--- config.mk ---
export PLATFORM = sky130hd
export DESIGN_NAME = uvs_div_cell
export DESIGN_NICKNAME = d
export VERILOG_FILES = /design/src/rtl/uvs_div_cell.sv
export SDC_FILE = /design/constraint.sdc
export NUM_CORES = 1
export LEC_CHECK = 0
export ABC_AREA = 0
export BUFFER_PORTS_ARGS = -buffer_cell sky130_fd_sc_hd__buf_4
export CORE_ASPECT_RATIO = 2
export CORE_MARGIN = 10
export CORE_UTILIZATION = 46
export DETAILED_ROUTE_END_ITERATION = 6
export PLACE_DENSITY = 0.83
export SYNTH_ARGS = -nofsm -noshare
export SYNTH_HDL_FRONTEND = slang
export SYNTH_SLANG_ARGS = --single-unit
--- constraint.sdc ---
create_clock -name clock -period 2.7 [get_ports clock]
set_input_delay 0.54 -clock clock [delete_from_list [all_inputs] [get_ports clock]]
set_output_delay 0.54 -clock clock [all_outputs]
set_load 0.01 [all_outputs]
--- src/rtl/uvs_div_cell.sv ---
module uvs_div_cell #(
   parameter int DW = 11,
   parameter int QW = 17
) (
   input  logic          clock,
   input  logic          en,
   input  logic [DW-1:0] den,
   input  logic [DW-1:0] src_r,
   input  logic [QW-1:0] src_n,
   input  logic [QW-1:0] src_q,
   output logic [DW-1:0] dst_r,
   output logic [QW-1:0] dst_n,
   output logic [QW-1:0] dst_q
);
   logic [DW-1:0] r_ff, r_in;
   logic [QW-1:0] n_ff, q_ff;
   logic [DW:0]   trial;
   logic          take;

   // one restoring quotient bit per cell
   always_comb begin
      trial = {src_r, src_n[QW-1]};
      take  = (trial >= {1'b0, den});
      r_in  = take ? DW'(trial - {1'b0, den}) : trial[DW-1:0];
   end

   always_ff @(posedge clock) begin
      if (en) begin
         r_ff <= r_in;
         n_ff <= {src_n[QW-2:0], 1'b0};
         q_ff <= {src_q[QW-2:0], take};
      end
   end

   assign dst_r = r_ff;
   assign dst_n = n_ff;
   assign dst_q = q_ff;
endmodule

==> impl_metrics.sql <==
INSERT INTO impl_metrics (metric_group, metric, value, unit) VALUES
('synthesis', 'async_flop_share', '0', ''),
('grt', 'globalRouteTotalUtil', '0.146', ''),
('setup_path', 'critical_path.cell_chain', 'buf_4 > ha_1 > fa_1 > and2b_1 > o21ai_2 > a311oi_2 > buf_4 > nor2b_1 > o211ai_1 > nand4_1', ''),
('route', 'final_antenna_net_count', '0', ''),
('timing', 'setup_ws_final', '0.318', 'ns'),
('run', 'max_cap_viol_count', '0', ''),
('floorplanning', 'die_area', '7790', 'sq um'),
('setup_path', 'cp_common_cell', 'buf_4', ''),
('synthesis', 'compound_gate_portion_of_the_synthesized_area', '0.131', ''),
('pwr', 'p_total', '0.00176', 'W'),
('route', 'detailroute.via_count', '1637', ''),
('layout', 'layout.cells.most_common_list', 'buf_4 (101), edfxtp_1 (44), nand2_1 (19), inv_1 (16), ha_1 (11)', ''),
('cts', 'number_of_buffers_created_by_cts', '5', ''),
('pwr', 'leakage', '1.35', 'nW'),
('synthesis', 'synth.lib_cells_used.distinct', '37', ''),
('layout', 'final_standard_cell_count_with_taps_included_and_fillers_excluded', '317', ''),
('setup_path', 'cpPeakStageDelay', '0.39', 'ns'),
('setup_path', 'critical-path-slowest-cell', 'fa_1', ''),
('synthesis', 'syn-instance-count', '156', ''),
('synthesis', 'synth-xor-area-share', '0.0252', ''),
('timing', 'hold_violations', '0', ''),
('cts', 'cts_setup_buffers', '0', ''),
('synthesis', 'ys_top_cells_by_area', 'edfxtp_1 (63%), ha_1 (6.6%), nand2_1 (3.4%)', ''),
('floorplanning', 'initial_core_util', '0.476', ''),
('synthesis', 'dominantRegCellSynth', 'edfxtp_1', ''),
('placement', 'dpl_cell_area', '2900', 'sq um'),
('run_status', 'outcome', 'finished clean', ''),
('cts', 'path_clk_slew', '0.08', 'ns'),
('synthesis', 'netlist.top_cell.by_area', 'edfxtp_1', ''),
('layout', 'layout-area-overhead-vs-synth', '44.2', '%'),
('synthesis', 'post_synth_fa_ha_maj_area_fraction', '0.0755', ''),
('synthesis', 'dominant_combinational_cell_family_by_area_after_synthesis', 'compound AO/OA/AOI/OAI gates', ''),
('placement', 'gpl.final_weighted_congestion', '0.824', ''),
('synthesis', 'synth_warnings', '0', ''),
('synthesis', 'synth_seq_cells', '44', ''),
('cts', 'cts_tree', 'yes', ''),
('synthesis', 'synth.net_count', '226', ''),
('worst_hold_path', 'hold_class', 'input port to flip-flop', ''),
('grt', 'grt.overflow.total', '0', ''),
('route', 'drt_pass1_iterations', '4', ''),
('layout', 'final_non_filler_cell_area', '3010', 'sq um'),
('placement', 'placed_cells', '309', ''),
('timing', 'worstMarginPinSlew', '0.528', 'ns'),
('grt', 'grt_first_pass_wirelength', '8500', 'um'),
('setup_path', 'cp-start-kind', 'input port', ''),
('setup_path', 'crit_path_end_kind', 'flip-flop', ''),
('cts', 'clock-sinks', '44', ''),
('synthesis', 'yosysSeqAreaShare', '0.633', ''),
('route', 'total_wire_length_after_detailed_routing', '5800', 'um'),
('synthesis', 'syn-cell-area', '2090', 'sq um'),
('timing', 'final_max_slew_viols', '0', ''),
('route', 'vias_per_cell', '5.16', ''),
('synthesis', 'yosys.area_share.simple', '0.0899', ''),
('layout', 'nNetsFinal', '332', ''),
('setup_path', 'crit_fanout', '2', ''),
('cts', 'ctsHtreeMaxLevel', '2', ''),
('route', 'drc_errors', '0', ''),
('timing', 'setup_viol', '0', ''),
('grt', 'grt_start_max_net_pins', '45', ''),
('timing', 'timing.max_slew.rel_slack', '0.648', ''),
('route', 'routed_wire_length_per_instance', '18.3', 'um'),
('placement', 'detailedPlace.worstSlack', '0.00875', 'ns'),
('layout', 'final_common_cell', 'buf_4', ''),
('timing', 'period_share', '0.882', ''),
('synthesis', 'synth_mux_area_frac', '0', ''),
('pwr', 'vdd.ir_drop.worst', '0.330', 'mV'),
('synthesis', 'postSynthAreaPerCell', '13.4', 'sq um'),
('floorplanning', 'floorplan.die.width', '67.6', 'um'),
('cts', 'root_buffer', 'clkbuf_8', ''),
('cts', 'post_cts_hold_buffer_count', '0', ''),
('timing', 'accumulated_negative_setup_slack', '0', 'ns');
-- area by class of cell --
type                            count  area (sq um)
Multi-Input combinational cell     93           676
Clock buffer                        6          72.6
Clock inverter                      2          35.0
Sequential cell                    44          1320
Tap cell                           54          67.6
Timing Repair Buffer              102           778
Fill cell                         295          1370
Inverter                           16          60.1
-- worst paths after layout --
check             startpoint         to  cells after the start
setup / recovery      den[0]  dst_r[10]                     10
hold / removal     src_n[10]  dst_n[11]                      1
-- logic make-up after synthesis --
family / Yosys count
other: 1
DFF: 44
buffers and inverters: 19
AOI/OAI and AO/OA: 35
adders and majority gates: 12
xor gates and xnor gates: 6
and+or+nand+nor: 39
-- metrics by stage --
step | hold slack, ns | utilization
final | 0.416 | 0.687
after global routing | 0.406 | 0.687
after CTS | 0.409 | 0.687
after detailed placement | 0.719 | 0.662
after global placement | 0.718 | 0.662
after floorplan | 0.639 | -
-- state kept, by name, summed over array words and instances (netlist names) --
| signal | cells |
|---|---|
| dst_q | 17 |
| dst_n | 16 |
| dst_r | 11 |
-- layer usage --
| layer | vias to the layer above | share of wire | global-route usage |
|---|---|---|---|
| li1 | 788 | - | - |
| met1 | 756 | 0.32 | 0.136 |
| met2 | 86 | 0.54 | 0.275 |
| met3 | 7 | 0.12 | 0.0380 |
| met4 | 0 | 0.019 | 0.0689 |
| met5 | - | 0 | 0 |
-- report_power, final --
| part | switching [W] | internal [W] |
|---|---|---|
| clock network | 0.000213 | 0.000274 |
| logic | 0.000208 | 0.000213 |
| registers | 0.0000193 | 0.000834 |
-- synthesized netlist by cell type (all sizes together) (2+ instances only) --
master  count
a21o        2
o21ai      13
nand4       3
a21oi       7
nand2b      3
xor2        4
edfxtp     44
ha         11
inv        16
o31ai       2
buf         3
xnor2       2
nand2      19
o211ai      2
nor2        5
nor2b       2
and3        2
Note: power is estimated with default switching activity, not from simulation.
