==> src/rtl/uvs_pkg.sv <==
package uvs_pkg;

   localparam int IDX_W        = 10;
   localparam int CFG_W        = 16;
   localparam int CORNER_W     = 20;
   localparam int POS_W        = 17;
   localparam int CORDIC_STEPS = 20;
   localparam int XW           = 27;   // CORDIC x/y, 24 fractional bits
   localparam int ZW           = 32;   // residual angle, 2^-32 turn
   localparam int TW           = 20;   // trig values, 16 fractional bits
   localparam int PW           = 40;   // product width

   localparam logic signed [XW-1:0] CORDIC_GAIN = XW'(10188014);

   localparam logic [1:0] REG_LON    = 2'd0;
   localparam logic [1:0] REG_LAT    = 2'd1;
   localparam logic [1:0] REG_RADIUS = 2'd2;

   localparam logic [1:0] ST_VERTEX = 2'd0;
   localparam logic [1:0] ST_TRI    = 2'd1;
   localparam logic [1:0] ST_ERROR  = 2'd2;

   typedef struct packed {
      logic             kind;
      logic [IDX_W-1:0] lat;
      logic [IDX_W-1:0] lon;
      logic             err;
   } tag_type;

   typedef struct packed {
      logic                last;
      logic [CORNER_W-1:0] c3;
      logic [CORNER_W-1:0] c2;
      logic [CORNER_W-1:0] c1;
      logic [POS_W-1:0]    pz;
      logic [POS_W-1:0]    py;
      logic [POS_W-1:0]    px;
      logic [1:0]          status;
   } result_type;

   function automatic logic [ZW-1:0] atan_turn(input int unsigned step);
      logic [ZW-1:0] v;
      case (step)
         0:       v = 32'd536870912;
         1:       v = 32'd316933406;
         2:       v = 32'd167458907;
         3:       v = 32'd85004756;
         4:       v = 32'd42667331;
         5:       v = 32'd21354465;
         6:       v = 32'd10679838;
         7:       v = 32'd5340245;
         8:       v = 32'd2670163;
         9:       v = 32'd1335087;
         10:      v = 32'd667544;
         11:      v = 32'd333772;
         12:      v = 32'd166886;
         13:      v = 32'd83443;
         14:      v = 32'd41722;
         15:      v = 32'd20861;
         16:      v = 32'd10430;
         17:      v = 32'd5215;
         18:      v = 32'd2608;
         19:      v = 32'd1304;
         default: v = '0;
      endcase
      return v;
   endfunction

   // round Q.16 product back by 16 bits, clamp to +-65535
   function automatic logic [POS_W-1:0] round_sat(input logic signed [PW-1:0] v);
      logic signed [PW-1:0] t;
      t = (v + 40'sd32768) >>> 16;
      if (t > 40'sd65535) return 17'sd65535;
      else if (t < -40'sd65535) return -17'sd65535;
      else return t[POS_W-1:0];
   endfunction

endpackage

==> src/rtl/uvs_cordic_cell.sv <==
module uvs_cordic_cell #(
   parameter int STEP = 0
) (
   input  logic clock,
   input  logic en,
   input  logic signed [uvs_pkg::XW-1:0] src_x,
   input  logic signed [uvs_pkg::XW-1:0] src_y,
   input  logic signed [uvs_pkg::ZW-1:0] src_z,
   input  logic                          src_neg,
   output logic signed [uvs_pkg::XW-1:0] dst_x,
   output logic signed [uvs_pkg::XW-1:0] dst_y,
   output logic signed [uvs_pkg::ZW-1:0] dst_z,
   output logic                          dst_neg
);
   import uvs_pkg::*;

   localparam logic signed [ZW-1:0] ATAN = atan_turn(STEP);

   logic signed [XW-1:0] x_ff, y_ff, x_in, y_in, sx, sy;
   logic signed [ZW-1:0] z_ff, z_in;
   logic                 neg_ff;

   always_comb begin
      sx = src_x >>> STEP;
      sy = src_y >>> STEP;
      if (!src_z[ZW-1]) begin
         x_in = src_x - sy;
         y_in = src_y + sx;
         z_in = src_z - ATAN;
      end else begin
         x_in = src_x + sy;
         y_in = src_y - sx;
         z_in = src_z + ATAN;
      end
   end

   always_ff @(posedge clock) begin
      if (en) begin
         x_ff   <= x_in;
         y_ff   <= y_in;
         z_ff   <= z_in;
         neg_ff <= src_neg;
      end
   end

   assign dst_x   = x_ff;
   assign dst_y   = y_ff;
   assign dst_z   = z_ff;
   assign dst_neg = neg_ff;
endmodule

==> config.mk <==
export PLATFORM = sky130hd
export DESIGN_NAME = uvs_cordic_cell
export DESIGN_NICKNAME = d
export VERILOG_FILES = /design/src/rtl/uvs_pkg.sv /design/src/rtl/uvs_cordic_cell.sv
export SDC_FILE = /design/constraint.sdc
export NUM_CORES = 1
export LEC_CHECK = 0
export BUFFER_PORTS_ARGS = -buffer_cell sky130_fd_sc_hd__buf_2
export CAP_MARGIN = 30
export CORE_MARGIN = 10
export CORE_UTILIZATION = 55
export CTS_CLUSTER_DIAMETER = 100
export DETAILED_ROUTE_END_ITERATION = 7
export GPL_TIMING_DRIVEN = 0
export MAX_ROUTING_LAYER = met4
export PLACE_DENSITY = 0.78
export SLEW_MARGIN = 0
export SYNTH_ARGS = -nofsm -noshare
export SYNTH_HDL_FRONTEND = slang
export SYNTH_SLANG_ARGS = --single-unit
==> constraint.sdc <==
create_clock -name clock -period 3.61 [get_ports clock]
set_clock_uncertainty 0.15 [all_clocks]
set_input_delay 0.1805 -clock clock [delete_from_list [all_inputs] [get_ports clock]]
set_output_delay 0.1805 -clock clock [all_outputs]
set_load 0.1 [all_outputs]
==> results.ini <==
[run_status]
status = finished, final reports clean

[timing]
rsz0062_at_grt = no
fmaxAchievable_ghz = 0.320
hold_viol_final = 0
setup_viol = 0
final-max-slew-violation-count = 0
worst_pin_slew_ps = 792
finalCritPeriodShare = 0.866
timing.slew.headroom = 0.469
setup_slack_ps = 483
whs_ps = 77.7
final.setup.tns_ps = 0
timing.final.crit_period_ps = 3130

[pwr]
ir_worst_vdd_mv = 0.284
power_density_nw_per_um2 = 490
leakagePower_nw = 3.99
finalPower_w = 0.00445

[yosys]
synth_edf_count = 86
netlist_area_um2 = 7330
avgSynthCellArea_um2 = 9.11
yosysWarnings = 0
synth_flop_cell = edfxtp_1
synthCells = 804
synth_cell_type_count = 63
ys_seq_area_frac = 0.352
async_flop_share = 0
synth_nets = 983
ys_ff_latch = 86

[clocking]
cts-resized-gates = 0
postCtsSetupBuffers = 0
clk_pin_slew_ps = 60
cts_sinks = 86
cts_tree = done
root_buffer = clkbuf_16
hold_buffers = 31
clk_path_buf_depth = 2
cts.htree.levels = 3
numCtsBuffers = 9

[floorplan]
fp.dieH_um = 135
coreArea_um2 = 13100
start_util = 0.558
die_w_um = 135
io_pins = 176
dieArea_um2 = 18300
std_cell_rows = 42

[grt]
grt_pass1_vias = 6888
grt_use_total = 0.293
grt_max_degree = 66
gr-total-overflow = 0
grt_busiest_layer = met2
antenna_found_initial = 0
grt_pass1_wl_um = 41100
use_met3 = 0.0464
grtUsageMet1 = 0.399
gr-usage-met2 = 0.448

[placement]
hpwl_um = 20900
place.gp.congestion = 0.981
dp_worst_setup_slack_ps = 217
placed_area_um2 = 8460
place.port_buffers = 175

[drt]
drt_pass1_iterations = 6
drt-vias-per-instance = 6.15
antenna_left = 0
drtIter0Drc = 945
wire_per_inst_um = 22.5
drc = 0
finalWirelength_um = 27100
num_vias = 7401

[final_layout]
drive_gt1_frac = 0.206
fill_cells = 1069
diodes = 0
final_cell_area_um2 = 9080
fin_nets = 1202
layout_commonest_cell = buf_2
area_growth_pct = 23.9
mostFrequentLayoutCells = buf_2 (182), a21oi_1 (86), ha_1 (86), edfxtp_1 (86), inv_1 (82)

[critical_path]
crit_required_ps = 3520
worstSetupPathType = primary input to flop
start_kind = primary input
critPathMaxFanout = 10
end_kind = flop
cp.arrival_ps = 3030

[flow_run]
drv_cap = 0

[hold_path]
hold_path_class = primary input to flop

path summary, 6_finish.rpt:
| check | cells past startpoint | endpoint | from |
|---|---|---|---|
| setup / recovery | 12 | dst_x[25]$_DFFE_PP_ | src_x[13] |
| hold / removal | 2 | dst_z[30]$_DFFE_PP_ | src_z[30] |
cell families (layout without fill, tap and decap cells):
family | Yosys count | count (layout) | synth area share
simple gates | 180 | 180 | 0.120
compound gates | 268 | 268 | 0.232
mux | 10 | 10 | 0.0140
xor+xnor | 49 | 49 | 0.0586
fa+ha+maj | 90 | 90 | 0.158
buf+inv | 121 | 345 | 0.0647
flops | 86 | 86 | 0.352
worst max-delay path, stage by stage:
cell	delay (ps)
buf_2	110
inv_1	60
ha_1	320
buf_2	200
nor4_1	360
nand3_1	180
a2111oi_0	590
nor4_1	150
buf_2	200
o2111ai_1	370
a32oi_1	130
xor2_1	190
registers in the layout, indices dropped and copies added, names as in the netlist:
signal and count:
dst_x 26, dst_y 27, dst_z 32, dst_neg 1
metal layers:
metal / routed length, um / vias up
met5: 0 / -
met4: 450 / 0
met3: 3340 / 36
met2: 12000 / 571
met1: 11300 / 3435
li1: - / 3359
synthesized netlist by cell type, types with 13 or more instances:
cell,n,area (um^2)
a21oi_1,86,430
edfxtp_1,86,2580
ha_1,86,1080
inv_1,82,308
o21ai_0,59,295
nor2_1,53,199
nand2_1,43,161
xnor2_1,42,368
clkbuf_1,22,82.6
nor3_1,15,75.1
o211ai_1,14,105
nand4_1,13,81.3
power breakdown:
group	switching, W	internal [W]
combinational	0.00171	0.000458
sequential	0.0000456	0.00128
clock	0.000350	0.000604
per-stage QoR:
| stage | util | instances |
|---|---|---|
| final | 0.691 | 1204 |
| after global routing | 0.691 | 1204 |
| after CTS | 0.691 | 1204 |
| after detailed placement | 0.644 | 1157 |
| after global placement | 0.641 | 1155 |
| after floorplan | - | 804 |
layout make-up:
cell class | instances | area [um^2] | area share
well taps | 176 | 220 | 0.0243
repair buffers | 208 | 1220 | 0.135
clock buffers | 12 | 236 | 0.0261
inverters | 83 | 312 | 0.0343
flip-flops and latches | 86 | 2580 | 0.284
plain buffers | 38 | 163 | 0.0179
clock inverters | 4 | 71.3 | 0.00786
multi-input cells | 597 | 4270 | 0.471
No activity file was read; power rests on OpenSTA's default activity.
